<file path="config.mk">
export PLATFORM = sky130hd
export DESIGN_NAME = point_in_polygon_crossing_top
export DESIGN_NICKNAME = d
export VERILOG_FILES = /design/src/rtl/pip_pkg.sv /design/src/rtl/point_in_polygon_crossing_top.sv
export VERILOG_INCLUDE_DIRS = /design/src /design/src/rtl
export SDC_FILE = /design/constraint.sdc
export NUM_CORES = 2
export LEC_CHECK = 0
export BUFFER_PORTS_ARGS = -buffer_cell sky130_fd_sc_hd__buf_2
export CAP_MARGIN = 20
export CORE_MARGIN = 2
export CORE_UTILIZATION = 60
export CTS_CLUSTER_DIAMETER = 40
export DETAILED_ROUTE_END_ITERATION = 10
export GPL_TIMING_DRIVEN = 0
export MAX_ROUTING_LAYER = met4
export PLACE_DENSITY_LB_ADDON = 0.05
export SETUP_SLACK_MARGIN = 0.4
export SYNTH_ARGS = -nofsm -noshare
export SYNTH_HDL_FRONTEND = slang
export SYNTH_SLANG_ARGS = --single-unit
</file>
<file path="constraint.sdc">
create_clock -name aclk -period 10.5 [get_ports aclk]
set_input_delay 2.1 -clock aclk [delete_from_list [all_inputs] [get_ports aclk]]
set_output_delay 2.1 -clock aclk [all_outputs]
set_load 0.005 [all_outputs]
</file>
<file path="src/rtl/point_in_polygon_crossing_top_assert.svh">
// assertion macros for the point-in-polygon block
`ifndef POINT_IN_POLYGON_CROSSING_TOP_ASSERT_SVH
`define POINT_IN_POLYGON_CROSSING_TOP_ASSERT_SVH

// implication checked outside reset
`define PIP_ASSERT_IMP(lbl, clk, rst_n, ante, cons, msg) \
    lbl: assert property (@(posedge clk) disable iff (!rst_n) (ante) |=> (cons)) \
        else $error(msg);

// condition that must hold in the cycle after reset is applied
`define PIP_ASSERT_AFTER_RESET(lbl, clk, rst_n, cond, msg) \
    lbl: assert property (@(posedge clk) !(rst_n) |=> (cond)) \
        else $error(msg);

`endif

</file>
<file path="src/rtl/pip_pkg.sv">
`timescale 1ns / 1ps

package pip_pkg;

    // default signed coordinate width
    localparam int unsigned CoordBitsDef = 16;

    // result word: inside flag in bit 0, padded to one byte
    localparam int unsigned OutTdataW = 8;

endpackage

</file>
<file path="src/rtl/point_in_polygon_crossing_top.sv">
`timescale 1ns / 1ps

// Crossing-number point-in-polygon test. One vertex word is taken per cycle
// with no gaps needed between words, except while a result waits on the
// master side, the only case in which input ready drops; tlast marks the
// last vertex of a polygon and tuser the last polygon of a query (only
// together with tlast). The query point is read from the first word of each
// query. Each vertex word passes an input register, a product stage (four
// signed (COORD_BITS+1)-bit multipliers for the running edge and the closing
// edge) and a compare stage that updates the parity and registers the inside
// flag once the query's last vertex has left the product stage.
module point_in_polygon_crossing_top
    import pip_pkg::*;
#(
    parameter int unsigned COORD_BITS = CoordBitsDef
) (
    input  logic aclk,
    input  logic aresetn,
    // vertex_x, vertex_y, query_x, query_y (lowest bit up), zero padded
    input  logic [((4 * COORD_BITS + 7) / 8) * 8 - 1:0] s_tdata,
    input  logic                                        s_tvalid,
    output logic                                        s_tready,
    input  logic                                        s_tlast,
    // last_polygon
    input  logic                                        s_tuser,
    // inside_res, zero padded
    output logic [OutTdataW-1:0]                        m_tdata,
    output logic                                        m_tvalid,
    input  logic                                        m_tready
);

    localparam int unsigned DW = COORD_BITS + 1;
    localparam int unsigned PW = 2 * DW;

    // whole pipeline moves when the result register can take a word
    logic advance;
    assign advance  = !m_tvalid || m_tready;
    assign s_tready = advance;

    // input register
    logic                  in_valid_reg;
    logic [COORD_BITS-1:0] in_vx_reg, in_vy_reg, in_qx_reg, in_qy_reg;
    logic                  in_lastv_reg, in_lastp_reg;

    always_ff @(posedge aclk) begin
        if (!aresetn) begin
            in_valid_reg <= 1'b0;
        end else if (advance) begin
            in_valid_reg <= s_tvalid;
        end
        if (advance) begin
            in_vx_reg    <= s_tdata[0 +: COORD_BITS];
            in_vy_reg    <= s_tdata[COORD_BITS +: COORD_BITS];
            in_qx_reg    <= s_tdata[2 * COORD_BITS +: COORD_BITS];
            in_qy_reg    <= s_tdata[3 * COORD_BITS +: COORD_BITS];
            in_lastv_reg <= s_tlast;
            in_lastp_reg <= s_tuser;
        end
    end

    // geometric state
    logic                  in_query_reg, in_polygon_reg;
    logic [COORD_BITS-1:0] point_x_reg, point_y_reg;
    logic [COORD_BITS-1:0] first_vx_reg, first_vy_reg, prev_vx_reg, prev_vy_reg;

    // point and first vertex as seen by the current word
    logic signed [DW-1:0] px, py, vx, vy, fx, fy, jx, jy;

    always_comb begin
        px = in_query_reg ? DW'($signed(point_x_reg)) : DW'($signed(in_qx_reg));
        py = in_query_reg ? DW'($signed(point_y_reg)) : DW'($signed(in_qy_reg));
        vx = DW'($signed(in_vx_reg));
        vy = DW'($signed(in_vy_reg));
        fx = in_polygon_reg ? DW'($signed(first_vx_reg)) : vx;
        fy = in_polygon_reg ? DW'($signed(first_vy_reg)) : vy;
        jx = DW'($signed(prev_vx_reg));
        jy = DW'($signed(prev_vy_reg));
    end

    always_ff @(posedge aclk) begin
        if (!aresetn) begin
            in_query_reg   <= 1'b0;
            in_polygon_reg <= 1'b0;
        end else if (advance && in_valid_reg) begin
            in_polygon_reg <= !in_lastv_reg;
            in_query_reg   <= !(in_lastv_reg && in_lastp_reg);
        end
        if (advance && in_valid_reg) begin
            if (!in_query_reg) begin
                point_x_reg <= in_qx_reg;
                point_y_reg <= in_qy_reg;
            end
            if (!in_polygon_reg) begin
                first_vx_reg <= in_vx_reg;
                first_vy_reg <= in_vy_reg;
            end
            prev_vx_reg <= in_vx_reg;
            prev_vy_reg <= in_vy_reg;
        end
    end

    // edge a runs prev -> current, edge b closes current -> first
    logic signed [DW-1:0] da, db;
    logic                 str_a, str_b;

    always_comb begin
        da    = vy - jy;
        db    = fy - vy;
        str_a = (vy > py) != (jy > py);
        str_b = (fy > py) != (vy > py);
    end

    // product stage
    logic                 p_valid_reg;
    logic signed [PW-1:0] la_reg, ra_reg, lb_reg, rb_reg;
    logic                 dpos_a_reg, dpos_b_reg, str_a_reg, str_b_reg;
    logic                 new_poly_reg, new_query_reg, p_lastv_reg, p_lastp_reg;

    always_ff @(posedge aclk) begin
        if (!aresetn) begin
            p_valid_reg <= 1'b0;
        end else if (advance) begin
            p_valid_reg <= in_valid_reg;
        end
        if (advance) begin
            la_reg        <= PW'(px - vx) * PW'(da);
            ra_reg        <= PW'(py - vy) * PW'(vx - jx);
            lb_reg        <= PW'(px - fx) * PW'(db);
            rb_reg        <= PW'(py - fy) * PW'(fx - vx);
            dpos_a_reg    <= da > 0;
            dpos_b_reg    <= db > 0;
            str_a_reg     <= str_a && in_polygon_reg;
            str_b_reg     <= str_b;
            new_poly_reg  <= !in_polygon_reg;
            new_query_reg <= !in_query_reg;
            p_lastv_reg   <= in_lastv_reg;
            p_lastp_reg   <= in_lastp_reg;
        end
    end

    // compare stage: parity and query result
    logic cross_a, cross_b;
    logic parity_reg, parity_next, any_reg, any_next;
    logic m_valid_reg, m_valid_next;
    logic inside_reg;

    always_comb begin
        cross_a = str_a_reg && (dpos_a_reg ? (la_reg < ra_reg) : (ra_reg < la_reg));
        cross_b = str_b_reg && (dpos_b_reg ? (lb_reg < rb_reg) : (rb_reg < lb_reg));
        parity_next = (new_poly_reg ? 1'b0 : parity_reg) ^ cross_a
                    ^ (p_lastv_reg && cross_b);
        any_next = new_query_reg ? 1'b0 : any_reg;
        if (p_lastv_reg) begin
            any_next = any_next || parity_next;
        end
        m_valid_next = p_valid_reg && p_lastv_reg && p_lastp_reg;
    end

    always_ff @(posedge aclk) begin
        if (!aresetn) begin
            m_valid_reg <= 1'b0;
        end else if (advance) begin
            m_valid_reg <= m_valid_next;
        end
        if (advance && p_valid_reg) begin
            parity_reg <= parity_next;
            any_reg    <= any_next;
        end
        if (advance) begin
            inside_reg <= any_next;
        end
    end

    assign m_tvalid = m_valid_reg;
    assign m_tdata  = {{(OutTdataW - 1){1'b0}}, inside_reg};

`include "point_in_polygon_crossing_top_assert.svh"

    `PIP_ASSERT_IMP(a_last_word_gives_result, aclk, aresetn, advance && m_valid_next,
        m_tvalid, "query end produced no result")
    `PIP_ASSERT_IMP(a_tlast_closes_polygon, aclk, aresetn,
        advance && in_valid_reg && in_lastv_reg, !in_polygon_reg,
        "polygon not closed on last vertex")
    `PIP_ASSERT_IMP(a_query_end_rearms, aclk, aresetn,
        advance && in_valid_reg && in_lastv_reg && in_lastp_reg, !in_query_reg,
        "query not closed on last polygon")
    `PIP_ASSERT_AFTER_RESET(a_reset_clears_output, aclk, aresetn,
        !m_tvalid && !p_valid_reg && !in_valid_reg, "pipeline not empty after reset")

endmodule

</file>
* Word level (Yosys, flattened, before mapping)
Index checks and enable logic that the tools add are counted.
** Storage, ports and cells
- Input port bits :: 70
- Register bits :: 314
** Cells by class
- Add/subtract/negate cells :: 8
- Equality and inequality tests :: 2
- Multipliers :: 4
- Reductions and logical operators :: 18
- Bitwise logic cells :: 4
- Mux-type cells :: 9
- Magnitude comparators :: 9
** Operators by type and width (number)
- 34-bit < comparator :: 4
- 18-bit by 17-bit multiplier with 34-bit output :: 3
- 17-bit two-way mux :: 4
- 17-bit by 16-bit subtractor with 18-bit output :: 3
- 17-bit by 17-bit subtractor with 18-bit output :: 2
- 16-bit by 17-bit > comparator with 1-bit output :: 2
- 17-bit by 1-bit > comparator with 1-bit output (second input constant) :: 2
- 18-bit by 18-bit multiplier with 34-bit output :: 1
- 16-bit by 16-bit subtractor with 17-bit output :: 2
- 17-bit > comparator :: 1
- 17-bit by 16-bit subtractor with 17-bit output :: 1
- 1-bit logical AND :: 9
- 1-bit zero test :: 5
- 1-bit two-way mux :: 5
- 2-bit AND reduction :: 2
- 1-bit logical OR :: 2
- 1-bit != test :: 2
- 1-bit inverter :: 2
- 1-bit bitwise XOR :: 2

* Longest topological paths before layout
- Depth after elaboration :: 7
- Mapped depth :: 41
- Gate-level depth less buffers :: 37

* Worst setup path after synthesis
OpenSTA, ideal clock, no wires.
- Kind :: input to register
- Start point :: input m_tready
- End point :: register point_x_reg[0] (enable)
- Arrival :: 10.303 ns
- Stages :: 4
- Setup time :: 0.421 ns
- Buffers on the path :: 1
- Path slack :: -0.224 ns
- Cell sequence :: nand2b_1 -> clkbuf_1 -> nand2_1 -> nor2_1
** Between the ends
- Cells in the longest elaborated chain, start to end :: 3
** Ends and longest elaborated chain
- start: declaration :: RTL line point_in_polygon_crossing_top.sv:29 : input logic m_tready
- 1-bit logical OR :: RTL line point_in_polygon_crossing_top.sv:37 : assign advance = !m_tvalid || m_tready;
- via s_tready :: RTL line point_in_polygon_crossing_top.sv:22 : output logic s_tready,
- 1-bit logical AND :: RTL line point_in_polygon_crossing_top.sv:88 : if (advance && in_valid_reg) begin
- 2-bit AND reduction (no source line)
- end signal: assignment :: RTL line point_in_polygon_crossing_top.sv:90 : point_x_reg <= in_qx_reg;
- end: declaration :: RTL line point_in_polygon_crossing_top.sv:63 : logic [COORD_BITS-1:0] point_x_reg, point_y_reg;
The timed path passes the listed nets, and every way through them passes these cells.
A chain may end at the register's enable or synchronous reset.

* Final worst setup path
- Start point :: register in_query_reg
- End point :: register ra_reg[33], data pin
** Between the ends
- Cells in the longest elaborated chain, start to end :: 3
** Ends and longest elaborated chain
- start: declaration :: RTL line point_in_polygon_crossing_top.sv:62 : logic in_query_reg, in_polygon_reg;
- start signal: assignment :: RTL line point_in_polygon_crossing_top.sv:86 : in_query_reg <= !(in_lastv_reg && in_lastp_reg);
- 17-bit two-way mux :: RTL line point_in_polygon_crossing_top.sv:71 : py = in_query_reg ? DW'($signed(point_y_reg)) : DW'($signed(in_qy_reg));
- 17-bit by 16-bit subtractor with 18-bit output :: RTL line point_in_polygon_crossing_top.sv:127 : ra_reg <= PW'(py - vy) * PW'(vx - jx);
- 18-bit by 17-bit multiplier with 34-bit output :: RTL line point_in_polygon_crossing_top.sv:127
- end signal: assignment :: RTL line point_in_polygon_crossing_top.sv:127
- end: declaration :: RTL line point_in_polygon_crossing_top.sv:115 : logic signed [PW-1:0] la_reg, ra_reg, lb_reg, rb_reg;
Every way passes these cells.

==> results.md <==
* Synth async-reset ratio at 0%
* Crit-path max FO at 10
* CTS Buffer Depth at 3
* Gr usage total at 36.0%
* Crit path launch type: flop
* Max Cap Violations at 0
* Clock Sinks at 314
* Setup TNS at 0 ps
* Routed WL per cell at 22.0 µm
* Layout net count at 8713
* Worst EP arrival at 10310 ps
* Largest net degree at the start of global routing at 109
* Grt total ovfl at 0
* Iter 0 DRT Violations at 3701
* Cells after synthesis at 6636
* Yosys warnings at 0
* Clock Skew at 29.5 ps
* Share of the synthesized area in the top cell type at 39.1%
* Die width at 329 µm
* TritonCTS clock tree: yes
* Top area cells in the synthesized netlist: fa_1 (39%), edfxtp_1 (15%), ha_1 (11%)
* Storage element area at 0.00938 mm²
* Count leader, synth: inv_1
* Layout cells sized above 1 at 6.98%
* Post-CTS Hold Buffers at 0
* Root buffer cell: clkbuf_16
* Worst-skew pair later-pin latency at 680 ps
* Io pins at 80
* Status: completed
* DR vias at 46700
* CP endpoint kind: flop
* Ys flop type: edfxtp_1
* Worst path slowest cell: fa_1
* Buf/Inv on CP at 7
* Die ar. at 0.108 mm²
* Area Growth Syn to Fin at 9.19%
* Register area share after synthesis at 14.8%
* Detail Route Antenna Nets at 0
* Fin. Hold Viols at 0
* FMAX at 0.102 GHz
* CTS Buf Count at 58
* Hold Crit Depth at 0
* CP Depth at 35
* Slew headroom at 19.4%
* Post-Syn Area at 0.0633 mm²
* Starting Density at 60.3%
* Seq cells post-synth at 314
* DRT Pass-1 Iters at 6
* Post-synth EDFFs at 309
* Most used cell, CP: fa_1
* Commonest cells in the netlist: inv_1 (1561), fa_1 (1238), nand2_1 (739), ha_1 (557), nor2_1 (479)
* Min Clock Period, post-route at 9840 ps
* Synth cell types at 87
* H-tree levels at 2
* Initial antenna violation count at 1
* DR vias/cell at 5.63
* DP Wirelength at 152000 µm
* Reg2Reg Depth at 35
* Placement row count at 119
* Crit-path leading delay family: adder cells
* Worst Tran Pin Value at 1200 ps
* Req. time, crit path at 10970 ps
* Multi-input logic area at 0.0483 mm²
* Final period utilization at 93.7%
* Final GP Congestion at 1.04
* Filler cells at 8778
* Die Y at 329 µm
* Tightest Hold Check Type: flop to flop
* RSZ-0062 raised after global routing: yes
* First-pass GRT wire length at 284000 µm
* CP max stage delay at 650 ps
* Number of global-route vias before repair at 48982
* Max-slew violation count at 0
* Number of setup violations in the final report at 0
* CTS clk-pin slew, worst paths at 60 ps
* DR DRC count at 0
* Yosys top cell by area: fa_1
* Synthesized area per cell at 9.54 µm²
* Routed wire length at 182000 µm
* Crit path kind: flop to flop
* IO buf count at 72
* Core ar. at 0.105 mm²
-- metal layers --
metal | share of wire (%) | vias up | track usage (%) | wire length, µm
met1 | 40 | 23427 | 46.6 | 72300
met4 | 5.3 | 0 | 14.9 | 9640
met3 | 8.2 | 479 | 6.46 | 15000
met2 | 47 | 1929 | 56.4 | 85100
met5 | 0 | - | - | 0
li1 | - | 20865 | - | -
-- placed cells by master (no fill, tap or decap), drive strengths merged, types with 53 or more instances in the layout --
master | netlist | final
inv | 1564 | 1587
fa | 1238 | 1238
nand2 | 739 | 739
ha | 557 | 557
nor2 | 479 | 479
edfxtp | 309 | 309
clkbuf | 159 | 208
xnor2 | 205 | 205
buf | 15 | 173
a21oi | 153 | 153
and2 | 123 | 123
a21o | 104 | 104
o21ai | 104 | 104
nand2b | 103 | 103
nor2b | 96 | 96
xor2 | 85 | 85
o21a | 57 | 57
nand3 | 53 | 53
-- worst reg2reg max path: cells and delay by family (launching register included) --
family | cells | cell delay, ps
fa+ha+maj | 8 | 3980
compound gates | 10 | 2030
simple gates | 7 | 1380
buf+inv | 7 | 1190
xor+xnor | 2 | 420
flops | 1 | 320
mux | 1 | 310
-- stage by stage --
stage | hold slack [ps] | cells | worst slack, ps | utilization, % | cell area [µm²]
after CTS | 438 | 8252 | 356 | 65.1 | 68400
after global routing | 463 | 8287 | 348 | 65.9 | 69100
after detailed placement | 436 | 8131 | -2270 | 62.7 | 65800
final | 441 | 8288 | 661 | 65.9 | 69100
after global placement | 435 | 8105 | -2690 | 62.3 | 65400
after floorplan | 422 | 6642 | 839 | - | 63300
-- repair_timing --
| action | 4_1_cts | 5_1_grt |
|---|---|---|
| setup endpoints to repair | 78 | 31 |
| gates cloned | 0 | 0 |
| setup buffers | 13 | 28 |
| pin swaps | 9 | 21 |
| resized for setup | 135 | 169 |
-- area by class of cell --
class                   instances  share of cell area (%)
plain buffers                 174                    1.29
clock inverters                47                   0.749
flip-flops and latches        314                    13.6
multi-input cells            4590                    69.8
repair buffers                146                    1.42
inverters                    1564                    8.50
diodes                          1                 0.00362
clock buffers                  61                    2.15
well taps                    1391                    2.52
-- final timing paths --
path	startpoint	endpoint	slack, ps
hold reg to reg	in_qx_reg[11]	point_x_reg[11]	440
setup / recovery	in_query_reg	ra_reg[33]	660
hold / removal	in_qx_reg[11]	point_x_reg[11]	440
setup reg to reg	in_query_reg	ra_reg[33]	660
-- logic make-up after synthesis --
kind of cell / count (synthesis) / synth area share [%]
xor+xnor: 291 / 4.05
buf+inv: 1738 / 10.4
mux: 38 / 0.628
other cells: 1 / 0.00592
compound gates: 672 / 7.22
simple gates: 1787 / 12.8
fa+ha+maj: 1795 / 50.1
flops: 314 / 14.8
Power is left out: the tool's default activity adds up to more than one toggle a clock period on the data nets, which glitch-free logic cannot reach.
